===== src/rtl/ukhc_pkg.sv =====
// ----------------------------------------------------------------------------
// ukhc_pkg: shared types and constants of the key hash counter
// table geometry, hash constants, status codes
// ----------------------------------------------------------------------------
package ukhc_pkg;

    localparam int KeyElements = 4;
    localparam int ElemW       = 16;
    localparam int KeyW        = KeyElements * ElemW;
    localparam int TableSlots  = 1024;
    localparam int SlotW       = $clog2(TableSlots);
    localparam int CountW      = 32;
    localparam int TotalW      = 11;

    localparam logic [63:0] HashMulInit = 64'd1000003;
    localparam logic [63:0] HashInit    = 64'h345678;
    localparam logic [63:0] HashMulStep = 64'd82520;
    localparam logic [63:0] HashOffset  = 64'd97531;

    localparam logic [TotalW-1:0] TotalMax = '1;
    localparam logic [CountW-1:0] CountMax = '1;

    typedef enum logic [1:0] {
        ST_NEW  = 2'd0,
        ST_HIT  = 2'd1,
        ST_FULL = 2'd2,
        ST_READ = 2'd3
    } t_status;

    // handshake between sequencer and multiply unit
    typedef struct packed {
        logic        start;
        logic [63:0] a;
        logic [63:0] b;
    } t_mul_req;

    typedef struct packed {
        logic        done;
        logic [63:0] p;
    } t_mul_rsp;

endpackage


===== src/rtl/ukhc_mul64.sv =====
// ----------------------------------------------------------------------------
// ukhc_mul64: shared wrapping 64-bit multiplier
// low 64 bits of a*b from three 32x32 partial products, one per cycle
// ----------------------------------------------------------------------------
module ukhc_mul64 (
    input  logic              i_clk,
    input  logic              i_rst_n,
    input  ukhc_pkg::t_mul_req i_req,
    output ukhc_pkg::t_mul_rsp o_rsp
);
    logic [63:0] r_a, r_b, r_acc;
    logic [2:0]  r_step;
    logic        r_busy, r_done;
    logic [31:0] w_x, w_y;
    logic [63:0] r_pp;
    logic        r_ppv;
    logic [1:0]  r_ppi;

    // operand select per step: lo*lo, lo*hi, hi*lo (hi*hi drops out)
    always_comb begin
        w_x = r_a[31:0];
        w_y = r_b[31:0];
        case (r_step)
            3'd1: w_y = r_b[63:32];
            3'd2: w_x = r_a[63:32];
            default: ;
        endcase
    end

    always_ff @(posedge i_clk) begin
        if (!i_rst_n) begin
            r_busy <= 1'b0;
            r_done <= 1'b0;
            r_ppv  <= 1'b0;
            r_step <= '0;
        end else begin
            r_done <= 1'b0;
            r_ppv  <= 1'b0;
            if (i_req.start) begin
                r_a    <= i_req.a;
                r_b    <= i_req.b;
                r_acc  <= '0;
                r_step <= '0;
                r_busy <= 1'b1;
            end else if (r_busy) begin
                if (r_step < 3'd3) begin
                    r_pp   <= 64'(w_x) * 64'(w_y);
                    r_ppv  <= 1'b1;
                    r_ppi  <= r_step[1:0];
                    r_step <= r_step + 3'd1;
                end
                if (r_ppv) begin
                    if (r_ppi == 2'd0) r_acc <= r_acc + r_pp;
                    else r_acc <= r_acc + {r_pp[31:0], 32'd0};
                    if (r_ppi == 2'd2) begin
                        r_busy <= 1'b0;
                        r_done <= 1'b1;
                    end
                end
            end
        end
    end

    assign o_rsp.done = r_done;
    assign o_rsp.p    = r_acc;
endmodule


===== config.mk =====
export PLATFORM = sky130hd
export DESIGN_NAME = ukhc_mul64
export DESIGN_NICKNAME = d
export VERILOG_FILES = /design/src/rtl/ukhc_pkg.sv /design/src/rtl/ukhc_mul64.sv
export SDC_FILE = /design/constraint.sdc
export NUM_CORES = 2
export LEC_CHECK = 0
export BUFFER_PORTS_ARGS = -buffer_cell sky130_fd_sc_hd__buf_2
export CAP_MARGIN = 40
export CORE_MARGIN = 1
export CORE_UTILIZATION = 53
export CTS_BUF_LIST = sky130_fd_sc_hd__clkbuf_16
export DETAILED_ROUTE_END_ITERATION = 10
export GPL_TIMING_DRIVEN = 0
export PLACE_DENSITY = 0.73
export RECOVER_POWER = 25
export REMOVE_ABC_BUFFERS = 1
export SYNTH_ARGS = -nofsm -noshare
export SYNTH_HDL_FRONTEND = slang
export SYNTH_SLANG_ARGS = --single-unit

===== constraint.sdc =====
create_clock -name i_clk -period 8.27 [get_ports i_clk]
set_clock_uncertainty 0.05 [all_clocks]
set_input_delay 2.0675 -clock i_clk [delete_from_list [all_inputs] [get_ports i_clk]]
set_output_delay 2.0675 -clock i_clk [all_outputs]
set_load 0.1 [all_outputs]

# Yosys cells after proc, flatten, opt, wreduce, memory -nomap -nowiden
# Index checks and enable logic that the tools add are counted.
# word_totals
mem_bits_ro	0
input_bits	131
word_cells	42
out_inout_bits	65
ramBits	0
memories	0
ff_bits	264
latch_bits	0
# op_classes
order_cmp	1
mul	1
mux	11
n_reduce_logical	10
eq_ne	3
shifts	0
div_mod_pow	0
n_addsub	3
bitwise	4
# ops
cell	n
2-to-1 mux 64 bit	3
adder 64 bit	2
multiplier 32 x 32 -> 64 bit	1
2-to-1 mux 32 bit	2
2-to-1 mux 1 bit	6
inverter 1 bit	4
AND reduction 2 bit	2
AND reduction 4 bit	1
nonzero test 2 bit	2
OR reduction 4 bit	1
adder 3 x 1 -> 3 bit, second input constant	1
== test 3 x 1 -> 1 bit, second input constant	1
== test 3 x 2 -> 1 bit, second input constant	1
less-than comparator 3 x 2 -> 1 bit, second input constant	1
AND reduction 3 bit	1
OR reduction 3 bit	1
== test 2 bit, second input constant	1
logical NOT 2 bit	1
OR reduction 2 bit	1

# Logic depth before layout (Yosys ltp)
# logic_depth
depth_word	5
depth_mapped	35
ltp_nobuf	31

# Worst setup path after synthesis
# Ideal clock, no wire load.
# synth_path
path_type	reg2reg
from	register r_step[0]
to	register r_pp[61] (data pin)
required_time_ns	7.962
period_less_slack_ns	9.140
n_path_buf	4
setup_ns	0.258
setup_slack_ns	-0.870
arrival_ns	8.832
stages_incl_launch_ff	34
cell_sequence	dfxtp_1 > inv_1 > ha_1 > nor2b_1 > clkbuf_1 > buf_1 > buf_1 > mux2i_1 > clkbuf_1 > nor2_1 > fa_1 > fa_1 > fa_1 > inv_1 > fa_1 > inv_1 > fa_1 > fa_1 > fa_1 > inv_1 > fa_1 > inv_1 > ha_1 > nand4_1 > or3_1 > nand3b_1 > or3_1 > o22a_1 > a41oi_2 > nor2_2 > o21ai_2 > a221o_1 > a21oi_1 > xnor2_1
# synth_between
elab_chain_len	3
elab_cells_between_ends	5
classes_between	1 x mul; 2 x eq/ne; 2 x mux
# synth_rtl
item	line	rtl
start: declaration	ukhc_mul64.sv:12	logic [2:0] r_step;
start signal: assignment	ukhc_mul64.sv:50	r_step <= r_step + 3'd1;
== test 3 x 2 -> 1 bit / == test 3 x 1 -> 1 bit (equally long branches)	ukhc_mul64.sv:23	case (r_step)
2-to-1 mux 32 bit	ukhc_mul64.sv:23	
multiplier 32 x 32 -> 64 bit *	ukhc_mul64.sv:47	r_pp <= 64'(w_x) * 64'(w_y);
end signal: assignment	ukhc_mul64.sv:47	
end: declaration	ukhc_mul64.sv:15	logic [63:0] r_pp;
# Mark *: on every way between the ends. The rest lies on a longest branch, timed or not.
# A chain may end at the register's enable or synchronous reset.

# Worst setup path after layout
# Ends and elaborated chain as after synthesis.

==> run_results.csv <==
group,metric,value,unit
sta,timing.fmax,108,MHz
die,dieHeight,299,um
sta,slew-limit-headroom,37.2,%
yosys,yosys.area_share.xor_xnor,2.73,%
critical_path,required,8.59,ns
placement,gp_congestion,0.994,
yosys,ys_seq_area_share,16.8,%
critical_path,cp_slowest_stage_delay,0.70,ns
sta,fin_crit,9.27,ns
layout,final_nets,6734,
critical_path,crit_family,"adder cells",
sta,slew_viol_final,0,
drt,antenna_left,0,
critical_path,crit_path_end_kind,"register",
yosys,synth_compound_area_share,7.82,%
cts,tritoncts,"built",
cts,root_buffer,"clkbuf_16",
cts,cts_made_buffers,34,
layout,fin_util,64.1,%
cts,clock_latency,0.63,ns
yosys,ys_ff_latch,264,
die,core_area,0.0872,mm2
layout,drive_gt1_share,16.8,%
drt,first_iter_violations,4147,
sta,fin_ws,-0.997,ns
run,cap_violations,0,
layout,final_cell_mix,"inv_1 (868), fa_1 (855), nand2_1 (659)",
layout,fill_cells,6563,
global_route,grt_start_max_net_pins,75,
drt,vias,39366,
min_path,hold_path.class,"register to register",
sta,fin_crit_sh,112,%
yosys,yosysTopAreaCell,"fa_1",
critical_path,critical_path_arrival,9.58,ns
layout,layout_commonest_cell,"inv_1",
global_route,grt_pass1_vias,40952,
die,die_x,299,um
critical_path,critPathSlowestCell,"fa_2",
yosys,ys_warn_count,0,
die,dieArea,0.0895,mm2
sta,rsz0062_at_grt,"yes",
critical_path,cp_num_buf_inv,11,
global_route,antenna_found_initial,4,
cts,h-tree-depth,2,
global_route,grt_pass1_wl,243000,um
global_route,grt_remaining_overflow,0,
sta,setup_viol,28,
critical_path,critPathLaunchType,"register",
die,initial_utilization,53.7,%
critical_path,critPathKind,"register to register",
sta,hold_viol_final,0,
drt,vias_per_cell,6.03,
placement,port_buffers,195,
yosys,synthCells,4996,
yosys,synth_edf_count,258,
yosys,synth_top_family_by_area,"adder cells",
critical_path,r2r_slack,-1.0,ns
status,violations,"setup timing",
status,outcome,"complete, but fails checks",
cts,clock_sinks,264,
global_route,grt_use_total,36.6,%
yosys,synth-async-reset-ratio,0,%
sta,worst_slew_pin_slew,0.915,ns
yosys,synthMuxAreaShare,2.12,%
yosys,ys_types,80,
drt,wl_per_cell,25.1,um
drt,drc,0,
yosys,syn_area_per_cell,9.37,um2
critical_path,path_common_cell,"fa_1",
drt,wl,164000,um
die,core.rowCount,108,
yosys,synth-simple-area-share,13.6,%
cts,clock_path_buffers,3,
yosys,yosys.area.top_type_share,38.4,%
layout,area_growth,19.3,%
placement,dp_slack,-2.08,ns
die,io_pins,196,
yosys,netlist_top_cells_area,"fa_1 (38%), edfxtp_1 (17%), ha_1 (9.6%)",
critical_path,crit_path_max_fanout,6,
yosys,synth-main-ff-cell,"edfxtp_1",
drt,drtPass1Iterations,6,
placement,dp_hpwl,117000,um
yosys,synthAdderAreaFrac,48.0,%
yosys,netlist_area,0.0468,mm2
cts,clkTransAtPathRegs,0.06,ns
==> flip-flops by register name, indices dropped and copies added, names as in the netlist <==
register	count
r_pp	64
r_a	64
r_ppi	2
r_step	3
r_busy	1
r_done	1
r_acc	64
r_b	64
r_ppv	1
==> cells by family (layout without fill, tap and decap cells) <==
logic type               after synthesis  after routing
adder cells (fa/ha/maj)             1258           1258
multiplexers                          95             97
other                                  0              3
AND/OR/NAND/NOR                     1556           1556
AO/OA/AOI/OAI                        580            580
flip-flops                           264            264
XOR/XNOR                             146            146
buffers and inverters               1097           1468
==> stage by stage <==
stage          setup TNS (ns)  area (um2)  instances  hold WS, ns
6_report               -11.67       55800       6527        0.450
4_1_cts                 -6.77       55100       6481        0.446
3_5_place_dp           -44.90       50900       6219        0.433
3_3_place_gp          -594.17       48400       6128        0.430
5_1_grt                -15.58       55800       6525        0.463
2_1_floorplan         -182.03       46000       4778        0.412
==> worst register-to-register path: cells and delay by family (launching register included) <==
| family | cells | cell delay [ns] |
|---|---|---|
| compound gates | 5 | 0.91 |
| xor+xnor | 1 | 0.14 |
| simple gates | 7 | 1.35 |
| mux | 1 | 0.27 |
| buf+inv | 11 | 1.38 |
| flops | 1 | 0.36 |
| fa+ha+maj | 10 | 4.54 |
==> area by class of cell <==
cell class	count	area, um2	share of cell area (%)
clock inverter	26	314	0.563
sequential	264	7880	14.1
inverter	879	3300	5.91
timing repair buffer	529	5440	9.75
clock buffer	34	851	1.52
multi-input combinational	3637	36600	65.5
antenna	3	7.51	0.0134
tap	1155	1450	2.59
==> routing by layer <==
layer | routed length, um | track usage, % | up-vias
met4 | 14200 | 24.2 | 0
li1 | - | - | 16340
met5 | 0 | 0 | -
met2 | 73200 | 56.7 | 2661
met3 | 20300 | 12.4 | 916
met1 | 55800 | 43.5 | 19449
==> final timing paths <==
path                          startpoint                 end  cells past startpoint
hold / removal          r_ppv$_SDFF_PP0_   r_done$_SDFF_PP0_                      2
setup / recovery  r_step[0]$_SDFFE_PP0P_  r_pp[61]$_DFFE_PP_                     35
hold reg to reg         r_ppv$_SDFF_PP0_   r_done$_SDFF_PP0_                      2
setup reg to reg  r_step[0]$_SDFFE_PP0P_  r_pp[61]$_DFFE_PP_                     35
==> cells in the mapped netlist (5+ instances only) <==
cell,instances
a211oi_1,13
a21boi_0,6
a21o_1,97
a21oi_1,211
a221o_1,5
a31oi_1,21
and2_1,11
and3_1,30
and4_1,5
buf_1,10
buf_2,15
clkbuf_1,190
dfxtp_1,6
edfxtp_1,258
fa_1,898
ha_1,360
inv_1,879
mux2_2,32
mux2i_1,63
nand2_1,683
nand2b_1,21
nand3_1,22
nand4_1,25
nor2_1,668
nor2b_1,26
nor3_1,20
o211ai_1,9
o21a_1,12
o21ai_0,95
o21ai_1,7
o21bai_1,29
o221ai_1,5
o22ai_1,15
o31ai_1,7
or2_2,13
or3_1,11
xnor2_1,94
xor2_1,52
==> repair_timing <==
action,CTS,global route
endpoints found under the setup margin,43,39
hold buffers,0,0
buffers inserted,192,47
gates resized for setup,223,99
pin swaps,93,94
gates cloned,10,0
Power is not shown: default switching activity piles up to over one toggle a cycle in this logic, so the estimate is an artifact.
